**src/oli_pkg.sv**
```systemverilog
// Shared constants for the ordered list block: field widths, command and status codes.
// Used by the channel interfaces, the entry memory and the top level.
package oli_pkg;

	localparam int DEPTH_DEFAULT = 16;

	localparam int FUNC_W   = 3;
	localparam int INDEX_W  = 5;
	localparam int DATA_W   = 32;
	localparam int COUNT_W  = 5;
	localparam int STATUS_W = 2;

	localparam logic [FUNC_W-1:0] FN_PUSH   = 3'd0;
	localparam logic [FUNC_W-1:0] FN_POP    = 3'd1;
	localparam logic [FUNC_W-1:0] FN_GET    = 3'd2;
	localparam logic [FUNC_W-1:0] FN_SET    = 3'd3;
	localparam logic [FUNC_W-1:0] FN_INSERT = 3'd4;
	localparam logic [FUNC_W-1:0] FN_ERASE  = 3'd5;

	localparam logic [STATUS_W-1:0] ST_OK    = 2'd0;
	localparam logic [STATUS_W-1:0] ST_RANGE = 2'd1;
	localparam logic [STATUS_W-1:0] ST_EMPTY = 2'd2;
	localparam logic [STATUS_W-1:0] ST_FULL  = 2'd3;

endpackage

```
**src/oli_cmd_if.sv**
```systemverilog
// Command channel of the ordered list block: valid/ready plus func, index and value.
// Depends on oli_pkg for the field widths.
interface oli_cmd_if;
	import oli_pkg::*;

	logic                     valid;
	logic                     ready;
	logic [FUNC_W-1:0]        func;
	logic [INDEX_W-1:0]       index;
	logic signed [DATA_W-1:0] value;

	modport source (output valid, func, index, value, input ready);
	modport sink   (input valid, func, index, value, output ready);
endinterface

```
**src/oli_rsp_if.sv**
```systemverilog
// Response channel of the ordered list block: valid/ready plus read value, count and status.
// Depends on oli_pkg for the field widths.
interface oli_rsp_if;
	import oli_pkg::*;

	logic                     valid;
	logic                     ready;
	logic signed [DATA_W-1:0] read_value;
	logic [COUNT_W-1:0]       entry_count;
	logic [STATUS_W-1:0]      status;

	modport source (output valid, read_value, entry_count, status, input ready);
	modport sink   (input valid, read_value, entry_count, status, output ready);
endinterface

```
**src/oli_mem.sv**
```systemverilog
// Entry storage of the ordered list: one write port, one read port with registered data.
// Depends on oli_pkg for the data width.
module oli_mem #(
	parameter int DEPTH = oli_pkg::DEPTH_DEFAULT,
	parameter int AW    = (DEPTH > 1) ? $clog2(DEPTH) : 1
) (
	input  logic                      clk,
	input  logic                      we,
	input  logic [AW-1:0]             waddr,
	input  logic [oli_pkg::DATA_W-1:0] wdata,
	input  logic                      re,
	input  logic [AW-1:0]             raddr,
	output logic [oli_pkg::DATA_W-1:0] rdata
);
	import oli_pkg::*;

	logic [DATA_W-1:0] mem_q [DEPTH];
	logic [DATA_W-1:0] rdata_q;

	always_ff @(posedge clk) begin
		if (we) begin
			mem_q[waddr] <= wdata;
		end
	end

	// Hold the last read word until the next read.
	always_ff @(posedge clk) begin
		if (re) begin
			rdata_q <= mem_q[raddr];
		end
	end

	assign rdata = rdata_q;
endmodule

```
**src/ordered_list_insert_erase.sv**
```systemverilog
// Ordered list of DEPTH signed 32-bit entries held in a single-port-read, single-port-write
// memory. Push, pop, set and every rejected command go from accept straight to the finish
// state; get does too, reading the memory in the accept cycle. Insert at index i into
// a list of n entries moves n-i entries one per cycle, then writes the new value; erase at
// index i moves n-1-i entries (none when the last entry is erased). The longest command is
// an insert at the front, bound by the memory moving one entry per cycle.
// A command is accepted only while the sequencer is idle; a finished result waits in an
// output register, so the next command may be taken while the previous result is unread.
// Depends on oli_pkg, oli_cmd_if, oli_rsp_if and oli_mem.
module ordered_list_insert_erase #(
	parameter int DEPTH = oli_pkg::DEPTH_DEFAULT
) (
	input logic        clk,
	input logic        arst_n,
	oli_cmd_if.sink    cmd,
	oli_rsp_if.source  rsp
);
	import oli_pkg::*;

	localparam int AW = (DEPTH > 1) ? $clog2(DEPTH) : 1;
	localparam int CW = $clog2(DEPTH + 1);
	localparam int PW = (CW > INDEX_W) ? CW : INDEX_W;
	localparam logic [CW-1:0] FULL_CNT = CW'(DEPTH);
	localparam logic [CW-1:0] ONE_C    = CW'(1);
	localparam logic [AW-1:0] ONE_A    = AW'(1);
	localparam logic [PW-1:0] ONE_P    = PW'(1);

	typedef enum logic [3:0] {
		S_IDLE  = 4'b0001,
		S_SHIFT = 4'b0010,
		S_LAST  = 4'b0100,
		S_FIN   = 4'b1000
	} state_t;

	state_t              state_q, state_d;
	logic [CW-1:0]       count_q, count_d;
	logic [AW-1:0]       ptr_q, ptr_d;
	logic [AW-1:0]       pos_q, pos_d;
	logic                ins_q, ins_d;
	logic                get_q, get_d;
	logic [DATA_W-1:0]   val_q, val_d;
	logic [STATUS_W-1:0] st_q, st_d;

	logic                out_valid_q;
	logic [DATA_W-1:0]   rd_val_q;
	logic [COUNT_W-1:0]  cnt_out_q;
	logic [STATUS_W-1:0] st_out_q;

	logic                mem_we, mem_re;
	logic [AW-1:0]       mem_waddr, mem_raddr;
	logic [DATA_W-1:0]   mem_wdata, mem_rdata;

	logic                acc, out_load;
	logic [PW-1:0]       pos_w, cnt_w;
	logic                in_range, ins_range, full, empty;
	logic [AW-1:0]       pos_a, cnt_a, last_a;

	assign cmd.ready = (state_q == S_IDLE);
	assign acc       = cmd.valid && cmd.ready;
	assign out_load  = (state_q == S_FIN) && (!out_valid_q || rsp.ready);

	assign pos_w     = PW'(cmd.index);
	assign cnt_w     = PW'(count_q);
	assign in_range  = pos_w < cnt_w;
	assign ins_range = pos_w <= cnt_w;
	assign full      = (count_q == FULL_CNT);
	assign empty     = (count_q == '0);
	assign pos_a     = AW'(cmd.index);
	assign cnt_a     = AW'(count_q);
	assign last_a    = AW'(count_q - ONE_C);

	always_comb begin
		state_d   = state_q;
		count_d   = count_q;
		ptr_d     = ptr_q;
		pos_d     = pos_q;
		ins_d     = ins_q;
		get_d     = get_q;
		val_d     = val_q;
		st_d      = st_q;
		mem_we    = 1'b0;
		mem_waddr = pos_q;
		mem_wdata = val_q;
		mem_re    = 1'b0;
		mem_raddr = ptr_q;
		unique case (state_q)
			S_IDLE: begin
				if (acc) begin
					st_d    = ST_OK;
					get_d   = 1'b0;
					val_d   = cmd.value;
					pos_d   = pos_a;
					state_d = S_FIN;
					case (cmd.func)
						FN_PUSH: begin
							if (full) begin
								st_d = ST_FULL;
							end else begin
								mem_we    = 1'b1;
								mem_waddr = cnt_a;
								mem_wdata = cmd.value;
								count_d   = count_q + ONE_C;
							end
						end
						FN_POP: begin
							if (empty) begin
								st_d = ST_EMPTY;
							end else begin
								count_d = count_q - ONE_C;
							end
						end
						FN_GET: begin
							if (!in_range) begin
								st_d = ST_RANGE;
							end else begin
								mem_re    = 1'b1;
								mem_raddr = pos_a;
								get_d     = 1'b1;
							end
						end
						FN_SET: begin
							if (!in_range) begin
								st_d = ST_RANGE;
							end else begin
								mem_we    = 1'b1;
								mem_waddr = pos_a;
								mem_wdata = cmd.value;
							end
						end
						FN_INSERT: begin
							if (!ins_range) begin
								st_d = ST_RANGE;
							end else if (full) begin
								st_d = ST_FULL;
							end else if (pos_w == cnt_w) begin
								mem_we    = 1'b1;
								mem_waddr = pos_a;
								mem_wdata = cmd.value;
								count_d   = count_q + ONE_C;
							end else begin
								// Move entries up from the top end, one a cycle.
								mem_re    = 1'b1;
								mem_raddr = last_a;
								ptr_d     = last_a;
								ins_d     = 1'b1;
								state_d   = S_SHIFT;
							end
						end
						FN_ERASE: begin
							if (!in_range) begin
								st_d = ST_RANGE;
							end else if ((pos_w + ONE_P) == cnt_w) begin
								count_d = count_q - ONE_C;
							end else begin
								// Move entries down from just above the index.
								mem_re    = 1'b1;
								mem_raddr = pos_a + ONE_A;
								ptr_d     = pos_a + ONE_A;
								ins_d     = 1'b0;
								state_d   = S_SHIFT;
							end
						end
						default: begin
						end
					endcase
				end
			end
			S_SHIFT: begin
				mem_we    = 1'b1;
				mem_wdata = mem_rdata;
				if (ins_q) begin
					mem_waddr = ptr_q + ONE_A;
					if (ptr_q == pos_q) begin
						state_d = S_LAST;
					end else begin
						mem_re    = 1'b1;
						mem_raddr = ptr_q - ONE_A;
						ptr_d     = ptr_q - ONE_A;
					end
				end else begin
					mem_waddr = ptr_q - ONE_A;
					if (ptr_q == last_a) begin
						count_d = count_q - ONE_C;
						state_d = S_FIN;
					end else begin
						mem_re    = 1'b1;
						mem_raddr = ptr_q + ONE_A;
						ptr_d     = ptr_q + ONE_A;
					end
				end
			end
			S_LAST: begin
				mem_we    = 1'b1;
				mem_waddr = pos_q;
				mem_wdata = val_q;
				count_d   = count_q + ONE_C;
				state_d   = S_FIN;
			end
			S_FIN: begin
				if (out_load) begin
					state_d = S_IDLE;
				end
			end
			default: begin
				state_d = S_IDLE;
			end
		endcase
	end

	always_ff @(posedge clk or negedge arst_n) begin
		if (!arst_n) begin
			state_q <= S_IDLE;
			count_q <= '0;
		end else begin
			state_q <= state_d;
			count_q <= count_d;
		end
	end

	always_ff @(posedge clk) begin
		ptr_q <= ptr_d;
		pos_q <= pos_d;
		ins_q <= ins_d;
		get_q <= get_d;
		val_q <= val_d;
		st_q  <= st_d;
	end

	always_ff @(posedge clk or negedge arst_n) begin
		if (!arst_n) begin
			out_valid_q <= 1'b0;
		end else if (out_load) begin
			out_valid_q <= 1'b1;
		end else if (rsp.ready) begin
			out_valid_q <= 1'b0;
		end
	end

	always_ff @(posedge clk) begin
		if (out_load) begin
			rd_val_q  <= get_q ? mem_rdata : '0;
			cnt_out_q <= COUNT_W'(count_q);
			st_out_q  <= st_q;
		end
	end

	assign rsp.valid       = out_valid_q;
	assign rsp.read_value  = rd_val_q;
	assign rsp.entry_count = cnt_out_q;
	assign rsp.status      = st_out_q;

	oli_mem #(
		.DEPTH (DEPTH),
		.AW    (AW)
	) u_mem (
		.clk   (clk),
		.we    (mem_we),
		.waddr (mem_waddr),
		.wdata (mem_wdata),
		.re    (mem_re),
		.raddr (mem_raddr),
		.rdata (mem_rdata)
	);

`ifndef ASSERT_OFF
	a_count_bound: assert property (@(posedge clk) disable iff (!arst_n)
		count_q <= FULL_CNT)
		else $error("entry count exceeds capacity");

	a_shift_ptr: assert property (@(posedge clk) disable iff (!arst_n)
		(state_q == S_SHIFT) |-> (CW'(ptr_q) < count_q))
		else $error("shift pointer outside the live entries");

	a_write_addr: assert property (@(posedge clk) disable iff (!arst_n)
		mem_we |-> (CW'(mem_waddr) < FULL_CNT))
		else $error("memory write beyond capacity");

	a_result_held: assert property (@(posedge clk) disable iff (!arst_n)
		((state_q == S_FIN) && out_valid_q && !rsp.ready) |=> (state_q == S_FIN))
		else $error("finished item left before its result was stored");
`endif
endmodule

```
**src/flat_wrapper.sv**
```systemverilog
// flat-port wrapper written by rule: the top's interface ports become plain ports
module ordered_list_insert_erase_flat import oli_pkg::*;
#(
	parameter int DEPTH = oli_pkg::DEPTH_DEFAULT
)
  (clk, arst_n, cmd_valid, cmd_func, cmd_index, cmd_value, cmd_ready, rsp_valid, rsp_read_value, rsp_entry_count, rsp_status, rsp_ready);
  oli_cmd_if cmd_i ();
  oli_rsp_if rsp_i ();
  input logic clk;
  input logic arst_n;
  input wire logic [$bits(cmd_i.valid)-1:0] cmd_valid;
  input wire logic [$bits(cmd_i.func)-1:0] cmd_func;
  input wire logic [$bits(cmd_i.index)-1:0] cmd_index;
  input wire logic [$bits(cmd_i.value)-1:0] cmd_value;
  output wire logic [$bits(cmd_i.ready)-1:0] cmd_ready;
  output wire logic [$bits(rsp_i.valid)-1:0] rsp_valid;
  output wire logic [$bits(rsp_i.read_value)-1:0] rsp_read_value;
  output wire logic [$bits(rsp_i.entry_count)-1:0] rsp_entry_count;
  output wire logic [$bits(rsp_i.status)-1:0] rsp_status;
  input wire logic [$bits(rsp_i.ready)-1:0] rsp_ready;
  assign cmd_i.valid = cmd_valid;
  assign cmd_i.func = cmd_func;
  assign cmd_i.index = cmd_index;
  assign cmd_i.value = cmd_value;
  assign cmd_ready = cmd_i.ready;
  assign rsp_valid = rsp_i.valid;
  assign rsp_read_value = rsp_i.read_value;
  assign rsp_entry_count = rsp_i.entry_count;
  assign rsp_status = rsp_i.status;
  assign rsp_i.ready = rsp_ready;
  ordered_list_insert_erase #(.DEPTH(DEPTH)) u_core (.clk(clk), .arst_n(arst_n), .cmd(cmd_i), .rsp(rsp_i));
endmodule
```
**config.mk**
```make
export PLATFORM = sky130hd
export DESIGN_NAME = ordered_list_insert_erase_flat
export DESIGN_NICKNAME = d
export VERILOG_FILES = /design/src/oli_pkg.sv /design/src/oli_cmd_if.sv /design/src/oli_rsp_if.sv /design/src/oli_mem.sv /design/src/ordered_list_insert_erase.sv /design/src/flat_wrapper.sv
export SDC_FILE = /design/constraint.sdc
export NUM_CORES = 1
export LEC_CHECK = 0
export BUFFER_PORTS_ARGS = -buffer_cell sky130_fd_sc_hd__buf_2
export CAP_MARGIN = 40
export CORE_MARGIN = 1.5
export CORE_UTILIZATION = 30
export DETAILED_ROUTE_END_ITERATION = 7
export RECOVER_POWER = 50
export SLEW_MARGIN = 20
export SYNTH_ARGS = -nofsm -noshare
export SYNTH_HDL_FRONTEND = slang
export SYNTH_SLANG_ARGS = --single-unit
```
**constraint.sdc**
```tcl
create_clock -name clk -period 6.68 [get_ports clk]
set_clock_uncertainty 0.15 [all_clocks]
set_input_delay 1.67 -clock clk [delete_from_list [all_inputs] [get_ports clk]]
set_output_delay 1.67 -clock clk [all_outputs]
set_load 0.01 [all_outputs]
```
After elaboration in Yosys (flattened, before gate mapping)
Memories as Yosys holds them, arrays and structs flattened. A register that Yosys moved wholly into a read port is not among the register bits.
Index checks and enable logic that the tools add are counted.
{ "op_classes": {"n_div": 0, "n_mux": 90, "bitwise_logic": 0, "n_eq_ne": 34, "n_shift": 0, "order_cmp": 2, "n_reduce_logical": 17, "n_mul": 0, "n_addsub": 6} }
{ "op_table": {"columns": ["op", "n"], "rows": [
  ["32-bit two-way mux", 6],
  ["4-bit two-way mux", 28],
  ["32-bit one-hot mux with 3 select lines", 1],
  ["32-bit one-hot mux with 2 select lines", 1],
  ["5-bit two-way mux", 10],
  ["4-bit one-hot mux with 2 select lines", 5],
  ["3-bit != test, second input constant", 9],
  ["1-bit two-way mux", 25],
  ["4-bit one-hot mux with 3 select lines", 2],
  ["5-bit one-hot mux with 4 select lines", 1],
  ["4-bit one-hot mux with 4 select lines", 1],
  ["5-bit one-hot mux with 3 select lines", 1],
  ["12-bit AND reduction", 1],
  ["5-bit by 1-bit adder with 5-bit output, second input constant", 2],
  ["5-bit equality test", 2],
  ["2-bit != test, second input constant", 5],
  ["4-bit by 1-bit adder with 4-bit output, second input constant", 2],
  ["4-bit equality test", 2],
  ["2-bit by 1-bit != test with 1-bit output, second input constant", 4],
  ["2-bit one-hot mux with 4 select lines", 1],
  ["8-bit AND reduction", 1],
  ["3-bit by 2-bit equality test with 1-bit output, second input constant", 2],
  ["3-bit equality test, second input constant", 2],
  ["2-bit two-way mux", 3],
  ["other kinds (26)", 32]
]} }
{ "totals": {"output_inout_bits": 41, "elab_cells": 162, "inputBits": 44, "latchBits": 0, "ram_bits": 512, "rom_bits": 0, "reg_bits": 93, "n_memories": 1} }
{ "mem_list": {"columns": ["memory", "words", "word_bits", "read_ports", "rd_ports_with_merged_regs", "write_ports", "line", "rtl"], "rows": [
  ["u_core.u_mem.mem_q", 16, 32, 1, 1, 1, "oli_mem.sv:17", "logic [DATA_W-1:0] mem_q [DEPTH];"]
]} }

Longest topological paths before layout
Gate-level depths: netlist of the first run.
{ "logic_depth": {"ltp_word": 9, "mapped_depth": 17, "mapped_depth_nobuf": 11} }

Hierarchy
From an unflattened synthesis of the first run, not the netlist that was laid out.
{ "hier_totals": {"hier_cells": 1394, "area_unflattened_um2": 26072.5} }
{ "modules_own_cells": {"columns": ["mod", "n_inst", "area_each_um2", "cells_per_inst", "seq_area_each_um2"], "rows": [
  ["oli_mem", 1, 20155.6, 838, 16335.7],
  ["ordered_list_insert_erase", 1, 5916.9, 556, 2743.9]
]} }

Worst setup path before layout of the first run
Ideal clock, no wire load.
{ "synth_path": {"path_type": "input port to flip-flop", "start": "in cmd_valid", "end": "mem u_core.u_mem.mem_q[12][0], enable pin", "arrival_ps": 5603, "path_slack_ps": 506, "stages": 7, "setup_ps": 421, "cell_sequence": "and2_1 -> nand2_1 -> o21ba_2 -> clkbuf_1 -> or3_1 -> or3b_2 -> nor2_1"} }
{ "synth_between": {"elab_chain_len": 5, "word_cells_on_any_way": 7, "classes_between": "6 x mux; 1 x reduce/logical"} }
{ "synth_lines": {"columns": ["item", "line", "rtl"], "rows": [
  ["from (decl)", "flat_wrapper.sv:11", "input wire logic [$bits(cmd_i.valid)-1:0] cmd_valid;"],
  ["1-bit logical AND (*)", "ordered_list_insert_erase.sv:59", "assign acc = cmd.valid && cmd.ready;"],
  ["1-bit two-way mux", "ordered_list_insert_erase.sv:88", "if (acc) begin"],
  ["1-bit one-hot mux with 2 select lines", "ordered_list_insert_erase.sv:86", "unique case (state_q)"],
  ["1-bit two-way mux", "oli_mem.sv:21", "if (we) begin"],
  ["1-bit two-way mux (not written as such)", "oli_mem.sv:22", "mem_q[waddr] <= wdata;"],
  ["to (decl)", "oli_mem.sv:17", null]
]} }
Every way passes the cells marked *; elsewhere a longest branch is shown, timed or not.

Worst setup path after layout of the first run
{ "layout_path": {"start": "in cmd_index[0]", "end": "reg u_core.u_mem.rdata_q[9], in the netlist u_core.u_mem.rdata[9] (read register of u_core.u_mem.mem_q), data pin"} }
{ "layout_between": {"elab_chain_len": 7, "word_cells_on_any_way": 24, "classes_between": "2 x add/sub; 2 x order compare; 2 x eq/ne; 18 x mux"} }
{ "layout_lines": {"columns": ["item", "line", "rtl"], "rows": [
  ["from (decl)", "flat_wrapper.sv:13", "input wire logic [$bits(cmd_i.index)-1:0] cmd_index;"],
  ["5-bit by 1-bit adder with 5-bit output / 5-bit equality test (equally long branches)", "ordered_list_insert_erase.sv:152, ordered_list_insert_erase.sv:135", null],
  ["5-bit equality test (tied with other cells)", "ordered_list_insert_erase.sv:152", "end else if ((pos_w + ONE_P) == cnt_w) begin"],
  ["4-bit two-way mux (tied with other cells)", null, null],
  ["4-bit two-way mux (tied with other cells)", "ordered_list_insert_erase.sv:150", "if (!in_range) begin"],
  ["4-bit one-hot mux with 3 select lines / 1-bit one-hot mux with 3 select lines (equally long branches)", "ordered_list_insert_erase.sv:94", "case (cmd.func)"],
  ["4-bit two-way mux / 1-bit two-way mux (equally long branches)", "ordered_list_insert_erase.sv:88", null],
  ["4-bit one-hot mux with 2 select lines / 1-bit one-hot mux with 2 select lines (equally long branches)", "ordered_list_insert_erase.sv:86", null],
  ["to (decl)", "oli_mem.sv:18", "logic [DATA_W-1:0] rdata_q;"]
]} }
Parallel ways exist; a longest one is shown, timed or not.
A chain may end at the register's enable or synchronous reset.

==> results of run 1 <==
==> metrics by stage <==
step	instances	worst slack [ns]	utilization [%]
floorplan	1587	0.5056	-
global placement	2781	0.6497	33.10
detailed placement	2782	0.5198	33.10
CTS	2903	1.147	35.69
global route	2904	0.5194	35.43
finish	2904	0.8007	35.43
==> per-layer routing <==
metal / wire, um / vias to the layer above / share of wire (%)
li1: - / 6547 / -
met5: 13 / - / 0.019
met2: 31810 / 425 / 48
met3: 3825 / 85 / 5.7
met1: 29970 / 7572 / 45
met4: 1194 / 2 / 1.8
==> critical path: stages <==
cell,delay (ns)
clkbuf_1,0.34
ha_1,0.31
xor2_1,0.40
o221ai_1,0.30
a211oi_1,0.63
nand2b_1,0.36
o221a_4,0.25
or3_4,0.18
buf_12,0.47
mux2_2,0.41
a22o_1,0.23
or4_1,0.41
==> logic make-up after synthesis <==
kind of cell	synth area share, %
xor+xnor	1.032
fa+ha+maj	0.5280
flops	73.19
buf+inv	1.939
compound gates	7.247
simple gates	5.712
mux	10.35
==> Yosys cell counts (all sizes together), types with 3 or more instances <==
master / count
edfxtp: 627
mux2i: 195
o22ai: 99
nand2: 91
mux2: 64
clkbuf: 51
nor2: 51
a22oi: 36
and2: 36
buf: 36
or4: 32
a22o: 31
o21ai: 17
a21oi: 16
xnor2: 16
inv: 15
nor3: 15
nand3: 13
xor2: 12
ha: 11
dfrtp: 9
nand2b: 9
a31oi: 7
o31ai: 7
nand3b: 6
o221a: 6
a2111oi: 5
or3: 5
a31o: 4
nor2b: 4
nor3b: 4
o211ai: 4
o21a: 4
a211oi: 3
and3: 3
nand4: 3
nor4: 3
o21bai: 3
or2: 3
==> registers in the layout, indices dropped and copies added (netlist names), 2 cells and up <==
register / flops
u_core.rsp.read_value: 32
u_core.rsp.entry_count: 5
u_core.pos_q: 4
u_core.cnt_w: 5
u_core.state_q: 4
u_core.ptr_q: 4
u_core.u_mem.mem_q: 512
u_core.u_mem.rdata: 32
u_core.val_q: 32
u_core.st_q: 2
u_core.rsp.status: 2
==> power by group <==
| group | leakage (uW) | switching, uW | internal (uW) |
|---|---|---|---|
| registers | 0.00579 | 141 | 4850 |
| clock network | 0.00109 | 1560 | 2180 |
| logic | 0.00353 | 1940 | 1280 |
| total | 0.0104 | 3640 | 8310 |
==> placed cells by master, fill, tap and decap left out, drive strengths merged, types with 9 or more instances in the layout <==
| cell | instances |
|---|---|
| nand3 | 13 |
| a22o | 31 |
| nor3 | 15 |
| a21oi | 16 |
| clkbuf | 163 |
| o21ai | 17 |
| ha | 11 |
| xnor2 | 16 |
| edfxtp | 627 |
| or4 | 32 |
| nand2 | 91 |
| clkinv | 32 |
| a22oi | 36 |
| buf | 55 |
| xor2 | 12 |
| mux2i | 195 |
| inv | 18 |
| o22ai | 99 |
| and2 | 36 |
| nand2b | 9 |
| nor2 | 51 |
| dfrtp | 9 |
| mux2 | 64 |
==> area by class of cell <==
cell class / count / area [um2]
Fill cell: 8125 / 55320
Inverter: 15 / 56.30
Sequential cell: 637 / 19080
Multi-Input combinational cell: 848 / 6578
Clock inverter: 42 / 454.2
Clock buffer: 79 / 1764
Tap cell: 1144 / 1431
Timing Repair Buffer: 139 / 997.2
==> path summary, 6_finish.rpt <==
kind,startpoint,to,slack [ns],depth (start not counted)
setup / recovery,cmd_index[0],u_core.u_mem.rdata[9]$_DFFE_PP_,0.80,12
hold / removal,u_core.st_q[0]$_DFFE_PP_,u_core.rsp.status[0]$_DFFE_PP_,0.28,0
setup reg to reg,u_core.state_q[2]$_DFFE_PN0P_,u_core.u_mem.mem_q[9][23]$_DFFE_PP_,1.09,11
hold reg to reg,u_core.st_q[0]$_DFFE_PP_,u_core.rsp.status[0]$_DFFE_PP_,0.28,0
max in group asynchronous,arst_n,u_core.state_q[0]$_DFFE_PN1P_,5.15,1
min in group asynchronous,arst_n,u_core.cnt_w[0]$_DFFE_PN0P_,0.87,1
==> impl_metrics.tcl, run 1 <==
set metrics [dict create \
    yosys.cell_types.count 77 \
    power.density_mw_per_mm2 393.9 \
    diodes 0 \
    grt_util_met3_pct 2.406 \
    cts_resized 0 \
    vdd_ir_drop_max_uv 257.0 \
    hp-class "flop to flop" \
    slew_headroom_pct -48.42 \
    nets 1764 \
    maxCapViolCount 3 \
    antenna_found_initial 2 \
    die_w_um 297.8 \
    wl_per_cell_um 23.01 \
    synth_top_area_share_pct 72.22 \
    clock-root-buffer "clkbuf_16" \
    clk_pin_slew_ns 0.06 \
    p_leak_uw 0.01041 \
    period_share_pct 88.01 \
    syn_area_mm2 0.02607 \
    grt_usage_pct 14.82 \
    cp-start-kind "input port" \
    hold_viol_final 0 \
    areaGrowthSynthToFinish_pct 16.46 \
    async_flop_share_pct 1.570 \
    synth-edff-count 627 \
    fin_area_mm2 0.03036 \
    synth_ff_type "edfxtp_1" \
    use_met2_pct 24.24 \
    grt_use_met1_pct 20.33 \
    syn-num-nets 1642 \
    post_cts_buffers 0 \
    die_area_mm2 0.08867 \
    cts_buffer_depth 3 \
    yosys.area.top_type "edfxtp_1" \
    violations "capacitance limit, slew limit" \
    hold_ws_ns 0.2769 \
    syn_inst 1587 \
    tightest_slew_ns 2.226 \
    synth-seq-cells 637 \
    syn_avg_cell_area_um2 16.43 \
    insertion_delay_ns 0.63 \
    grt_pass1_wl_um 98150 \
    status "complete, but fails checks" \
    die_h_um 297.8 \
    gr-total-overflow 0 \
    layout_min_cycle_time_ns 5.879 \
    ys_seq_area_share_pct 73.19 \
    endpoint_kind "flop" \
    clkSinkCount 637 \
    clock.fmax_ghz 0.1701 \
    drtIter0Drc 1251 \
    initial_core_util_pct 30.42 \
    cts_tree "yes" \
    hold_buffers 0 \
    grt_max_degree 87 \
    dr_total_vias 14631 \
    gp_congestion 0.8614 \
    drive_gt1_share_pct 14.20 \
    via_per_inst 5.038 \
    ant_nets 0 \
    critical_path_class "input port to flop" \
    finalMaxSlewViolations 84 \
    rsz0062_at_grt "false" \
    required_ns 6.87 \
    setup_viol 0 \
    top_usage_layer "met2" \
    path_max_fanout 86 \
    rows 107 \
    synth_warnings 0 \
    yosys-top-cells-area "edfxtp_1 (72%), mux2i_1 (7.5%), o22ai_1 (2.4%), mux2_2 (2.2%), nand2_1 (1.3%)" \
    setup_tns_ns 0 \
    first_pass_iters 5 \
    ios 85 \
    grt_pass1_vias 14858 \
    cts_made_buffers 68 \
    place_hpwl_um 37820 \
    power_uw 11960 \
    htree_levels 3 \
    portBuffers 84 \
    routed_wl_um 66810 \
    cp.arrival_ns 6.07 \
    dpl_cell_area_mm2 0.02836 \
    remaining_drc_errors 0 \
    coreArea_mm2 0.08568 \
]
Note: power is estimated with default switching activity, not from simulation.
==> run 2, diff against run 1 <==
CAP_MARGIN = default   (was 40)
CORE_MARGIN = 4   (was 1.5)
==> run 2 against run 1 <==
  * The flow still finishes with violations (capacitance limit, slew limit)
  * Critical path depth grew 1
  * Hold slack lost 0.0049 ns
  * Maximum frequency shrank 1.0%
  * Final area shrank 0.68%
  * Non-clock buffer count grew 2
  * Via count grew 0.77%
  * Worst setup slack lost 0.061 ns
  * Sequential share of layout area grew 0.43 points
  * Sequential power is essentially flat
  * Count of clock-buffer cells in the layout grew 3
  * Global-route usage shrank 0.24 points
  * Combinational power is essentially flat
  * Critical path type unchanged
  * Largest cell class unchanged
  * Highest routed layer is now met4
==> impl_metrics.tcl, run 2 (same netlist as run 1, synthesis figures left out) <==
set metrics [dict create \
    status "complete, but fails checks" \
    violations "capacitance limit, slew limit" \
    ios 85 \
    grt_max_degree 82 \
    rsz0062_at_grt "false" \
    slew_headroom_pct -101.3 \
    final_common_cell "edfxtp_1" \
    ant_nets 0 \
    coreArea_mm2 0.08568 \
    clkSinkCount 637 \
    endpoint_kind "flop" \
    portBuffers 84 \
    post_cts_buffers 0 \
    first_pass_iters 5 \
    via_per_inst 5.075 \
    regMostFlops "u_core.u_mem.mem_q" \
    grt_usage_pct 14.58 \
    tightest_slew_ns 3.019 \
    largest_register_ffs 512 \
    pre_cts_slack_ns 0.5289 \
    layout_min_cycle_time_ns 5.941 \
    path_max_fanout 16 \
    cts_made_buffers 67 \
    die_area_mm2 0.09168 \
    die_w_um 302.8 \
    critical_path_class "input port to flop" \
    grt_pass1_vias 14689 \
    grt_pass1_wl_um 99000 \
    gp_congestion 0.8559 \
    clock-root-buffer "clkbuf_16" \
    power.density_mw_per_mm2 389.8 \
    setup_viol 0 \
    diodes 0 \
    setup_tns_ns 0 \
    nets 1765 \
    rows 107 \
    layout_setup_ws_ns 0.7393 \
    clk_pin_slew_ns 0.06 \
    cts_tree "yes" \
    finalMaxSlewViolations 141 \
    htree_levels 3 \
    most-common-layout-cells "edfxtp_1 (627), mux2i_1 (195), o22ai_1 (99)" \
    vdd_ir_drop_max_uv 295.5 \
    dr_total_vias 14744 \
    hold_buffers 0 \
    period_share_pct 88.93 \
    cp.arrival_ns 6.13 \
    drive_gt1_share_pct 14.31 \
    maxCapViolCount 5 \
    p_leak_uw 0.01031 \
    gr-total-overflow 0 \
    areaGrowthSynthToFinish_pct 15.68 \
    cp-start-kind "input port" \
    required_ns 6.87 \
    drtIter0Drc 1285 \
    place_hpwl_um 39300 \
    insertion_delay_ns 0.60 \
    wl_per_cell_um 23.20 \
    hp-class "flop to flop" \
    antenna_found_initial 2 \
    clock.fmax_ghz 0.1683 \
    initial_core_util_pct 30.42 \
    routed_wl_um 67400 \
    hold_viol_final 0 \
    cts_resized 0 \
    cts_buffer_depth 3 \
    remaining_drc_errors 0 \
    power_uw 11750 \
    die_h_um 302.8 \
]
## run 2: changes by cell type in the layout (fill, tap and decap cells not counted), sizes merged
cell and change:
clkinv -5, clkbuf -2, buf +7, bufinv -3
clkinvlp +3, inv +1
## run 2: per-stage QoR
stage / area, um2 / hold slack, ns / util (%) / cells
floorplan: 26070 / 0.2503 / - / 1587
global placement: 28210 / 0.2604 / 32.93 / 2785
detailed placement: 28210 / 0.2581 / 32.93 / 2785
CTS: 30290 / 0.2717 / 35.35 / 2905
global route: 30160 / 0.2738 / 35.19 / 2905
finish: 30160 / 0.2720 / 35.19 / 2905
## run 2: area by class of cell
class | count | area, um2
clock buffers | 82 | 1764
clock inverters | 38 | 314.1
fillers | 8110 | 55530
inverters | 15 | 56.30
multi-input cells | 848 | 6634
flip-flops and latches | 637 | 19080
well taps | 1144 | 1431
repair buffers | 141 | 875.8
## run 2: power breakdown
part	total, uW	internal [uW]	switching [uW]
sequential	5000	4850	145
clock	3560	2040	1510
combinational	3200	1240	1950
total	11800	8140	3610
## run 2: routing by layer
| layer | track usage [%] | vias up | share of wire [%] |
|---|---|---|---|
| met5 | 0 | - | 0 |
| met4 | 4.169 | 0 | 2.2 |
| met3 | 2.569 | 98 | 6.3 |
| met2 | 23.37 | 513 | 47 |
| met1 | 20.44 | 7557 | 45 |
| li1 | - | 6576 | - |
## run 2: worst max-delay path, stage by stage
cell	delay [ns]
clkbuf_1	0.39
ha_1	0.33
nand2_1	0.07
or4b_1	0.54
a211oi_1	0.70
nor3_1	0.15
o21a_1	0.26
nor3_2	0.39
buf_4	0.36
buf_4	0.34
mux2i_1	0.25
o22ai_1	0.09
or4_1	0.53
## run 2: worst paths after layout
path / start / endpoint / slack, ns / cells after the start
max in group asynchronous: arst_n / u_core.state_q[2]$_DFFE_PN0P_ / 5.09 / 1
min in group asynchronous: arst_n / u_core.cnt_w[4]$_DFFE_PN0P_ / 0.90 / 1
worst min register to register: u_core.st_q[1]$_DFFE_PP_ / u_core.rsp.status[1]$_DFFE_PP_ / 0.27 / 0
worst max register to register: u_core.state_q[3]$_DFFE_PN0P_ / u_core.u_mem.mem_q[14][21]$_DFFE_PP_ / 0.83 / 12
worst max-delay path: cmd_index[0] / u_core.u_mem.rdata[5]$_DFFE_PP_ / 0.74 / 13
worst min-delay path: u_core.st_q[1]$_DFFE_PP_ / u_core.rsp.status[1]$_DFFE_PP_ / 0.27 / 0
==> run 3, diff against run 2 <==
ABC_AREA = 1   (was default)
==> run 3 against run 2 <==
  * The flow still finishes with violations (capacitance limit, slew limit)
  * Sequential share of layout area is 4.9 points lower
  * Count of clock-buffer cells in the layout is 4 lower
  * Area after synthesis is 10% higher
  * Final area is 8.4% higher
  * Worst setup slack better by 0.25 ns
  * Flip-flop and latch count stayed put
  * First-iteration DRC count is 57% higher
  * Non-clock buffer count is 21 higher
  * Sequential power is 9.4% higher
  * Critical path depth is 2 lower
  * Maximum frequency is 4.3% higher
==> impl_metrics.tcl, run 3 <==
set metrics [dict create \
    path_cells "clkbuf_1 -> ha_1 -> nand2_1 -> nand2_1 -> nand2_1 -> nand2_1 -> nor2_1 -> o211ai_1 -> a21oi_1 -> buf_12 -> o21ai_0" \
    yosysMostFrequentCell "nand2_1" \
    post_cts_buffers 0 \
    syn-num-nets 2814 \
    violations "capacitance limit, slew limit" \
    layout_setup_ws_ns 0.9863 \
    die_area_mm2 0.1007 \
    yosys-top-cells-area "edfxtp_1 (66%), nand3_1 (11%), nand2_1 (9.4%), inv_1 (4.8%), buf_2 (1.5%)" \
    setup_tns_ns 0 \
    seqPwrFrac_pct 33.9 \
    hold_ws_ns 0.2696 \
    portBuffers 84 \
    ys_seq_area_share_pct 66.46 \
    syn_inst 2759 \
    r2r_end "u_core.u_mem.mem_q[10][15]$_DFFE_PP_" \
    cts_tree "yes" \
    die_h_um 317.3 \
    insertion_delay_ns 0.61 \
    crit_cells 11 \
    clk_pin_slew_ns 0.06 \
    critical_path.startpoint "cmd_index[2]" \
    largest_register_ffs 512 \
    cts_made_buffers 66 \
    gp_congestion 0.8550 \
    final_cells 4144 \
    syn_avg_cell_area_um2 10.41 \
    power.density_mw_per_mm2 493.4 \
    via_per_inst 4.872 \
    wl_per_cell_um 18.76 \
    nets 2890 \
    power_switching_share_pct 42.16 \
    coreArea_mm2 0.09501 \
    p_int_uw 9329 \
    path_max_fanout 18 \
    maxCapViolCount 6 \
    status "complete, but fails checks" \
    path_delay_family "compound AO/OA/AOI/OAI gates" \
    tightest_slew_ns 2.967 \
    ios 85 \
    first_pass_iters 5 \
    combPwrFrac_pct 43.9 \
    critical_path_class "input port to flop" \
    ys_top_cells_by_count "nand2_1 (716), nand3_1 (629), edfxtp_1 (627)" \
    rr_startpoint "u_core.state_q[0]$_DFFE_PN1P_" \
    crit_path_end "u_core.u_mem.mem_q[10][15]$_DFFE_PP_" \
    cp.arrival_ns 5.64 \
    hold_viol_final 0 \
    synth-edff-count 627 \
    clkSinkCount 637 \
    hp-class "flop to flop" \
    clock.fmax_ghz 0.1756 \
    reg2reg_slack_ns 1.43 \
    grt_pass1_vias 19182 \
    place_hpwl_um 43990 \
    period_share_pct 85.23 \
    dr_total_vias 20189 \
    fin_area_mm2 0.03269 \
    pwr-share-clk_pct 22.2 \
    final_common_cell "nand2_1" \
    cts_resized 0 \
    vdd_ir_drop_max_uv 339.7 \
    async_flop_share_pct 1.570 \
    drtIter0Drc 2014 \
    regMostFlops "u_core.u_mem.mem_q" \
    pre_cts_slack_ns 1.091 \
    grt_pass1_wl_um 117900 \
    drive_gt1_share_pct 6.845 \
    most-common-layout-cells "nand2_1 (714), nand3_1 (629), edfxtp_1 (627)" \
    htree_levels 3 \
    p_leak_uw 0.01302 \
    slowest_delay_ns 1.27 \
    gr-total-overflow 0 \
    remaining_drc_errors 0 \
    grt_max_degree 138 \
    dp_cells 4025 \
    yosys.area.top_type "edfxtp_1" \
    initial_core_util_pct 30.22 \
    rsz0062_at_grt "false" \
    nFillCells 9620 \
    required_ns 6.63 \
    grt_usage_pct 15.30 \
    syn_area_mm2 0.02871 \
    reg2reg_depth 11 \
    layout_min_cycle_time_ns 5.694 \
    setup_viol 0 \
    synth_warnings 0 \
    slew_headroom_pct -97.83 \
    synth_ff_type "edfxtp_1" \
    cts_buffer_depth 3 \
    worst_path_max_delay_cell "a21oi_1" \
    die_w_um 317.3 \
    antenna_found_initial 3 \
    rows 113 \
    cp_num_buf_inv 2 \
    dpl_cell_area_mm2 0.03083 \
    clock-root-buffer "clkbuf_16" \
    cp-start-kind "input port" \
    synth-seq-cells 637 \
    hold_buffers 0 \
    ant_nets 0 \
    endpoint_kind "flop" \
    areaGrowthSynthToFinish_pct 13.87 \
    finalMaxSlewViolations 161 \
    yosys.cell_types.count 43 \
    crit_path_frequent_cell "nand2_1" \
    synth_top_area_share_pct 65.58 \
    routed_wl_um 77740 \
    p_switching_uw 6801 \
]
## run 3: per-stage QoR
| step | total power (uW) | utilization [%] |
|---|---|---|
| final | 16130 | 34.41 |
| after global routing | 17210 | 34.41 |
| after CTS | 16260 | 34.60 |
| after detailed placement | 12660 | 32.45 |
| after global placement | 12610 | 32.45 |
| after floorplan | 10460 | - |
## run 3: logic make-up (layout without fill, tap and decap cells)
group / after synthesis / count (layout) / synth area share, %
and+or+nand+nor: 1427 / 1427 / 21.79
DFF: 637 / 637 / 66.46
buffers and inverters: 538 / 657 / 7.871
AOI/OAI and AO/OA: 131 / 131 / 2.937
xor gates and xnor gates: 14 / 14 / 0.4271
adders and majority gates: 11 / 11 / 0.4794
muxes: 1 / 1 / 0.03487
other: 0 / 1 / 0
## run 3: worst min-delay path by stage
stage / slack [ns] / to / startpoint / cells after the start
floorplan: 0.25 / u_core.rsp.status[0]$_DFFE_PP_ / u_core.st_q[0]$_DFFE_PP_ / 0
global placement: 0.25 / u_core.rsp.status[1]$_DFFE_PP_ / u_core.st_q[1]$_DFFE_PP_ / 0
detailed placement: 0.26 / u_core.rsp.status[1]$_DFFE_PP_ / u_core.st_q[1]$_DFFE_PP_ / 0
CTS: 0.27 / u_core.rsp.status[1]$_DFFE_PP_ / u_core.st_q[1]$_DFFE_PP_ / 0
global route: 0.27 / u_core.rsp.status[1]$_DFFE_PP_ / u_core.st_q[1]$_DFFE_PP_ / 0
finish: 0.27 / u_core.rsp.status[1]$_DFFE_PP_ / u_core.st_q[1]$_DFFE_PP_ / 0
## run 3: routing by layer
layer	track usage (%)	wire [um]
met1	21.93	35030
met2	23.28	34260
met3	2.985	6217
met4	5.103	2236
met5	0	0
## run 3: power groups by stage
stage	registers (uW)	clock network, uW	logic, uW
2_1_floorplan	5490	0	4960
3_3_place_gp	5530	0	7080
3_5_place_dp	5540	0	7130
4_1_cts	5450	3660	7150
5_1_grt	5500	3830	7890
6_report	5470	3580	7080
## run 3: area by class of cell
type / count / area [um2] / area share (%)
inverter: 384 / 1441 / 4.409
clock buffer: 78 / 1760 / 5.385
multi-input combinational: 1584 / 7528 / 23.03
tap: 1265 / 1583 / 4.842
timing repair buffer: 162 / 1011 / 3.092
clock inverter: 33 / 285.3 / 0.8726
antenna: 1 / 2.502 / 0.007655
sequential: 637 / 19080 / 58.36
## run 3: worst reg2reg max path: stages (launching register included)
cell	delay, ns
dfstp_1	0.52
inv_1	0.08
nor3_4	0.15
buf_4	0.42
nand2_1	0.37
a21oi_1	0.30
inv_1	0.15
nor2_2	0.19
o211ai_1	0.24
a21oi_1	1.27
buf_12	0.28
o21ai_0	0.64
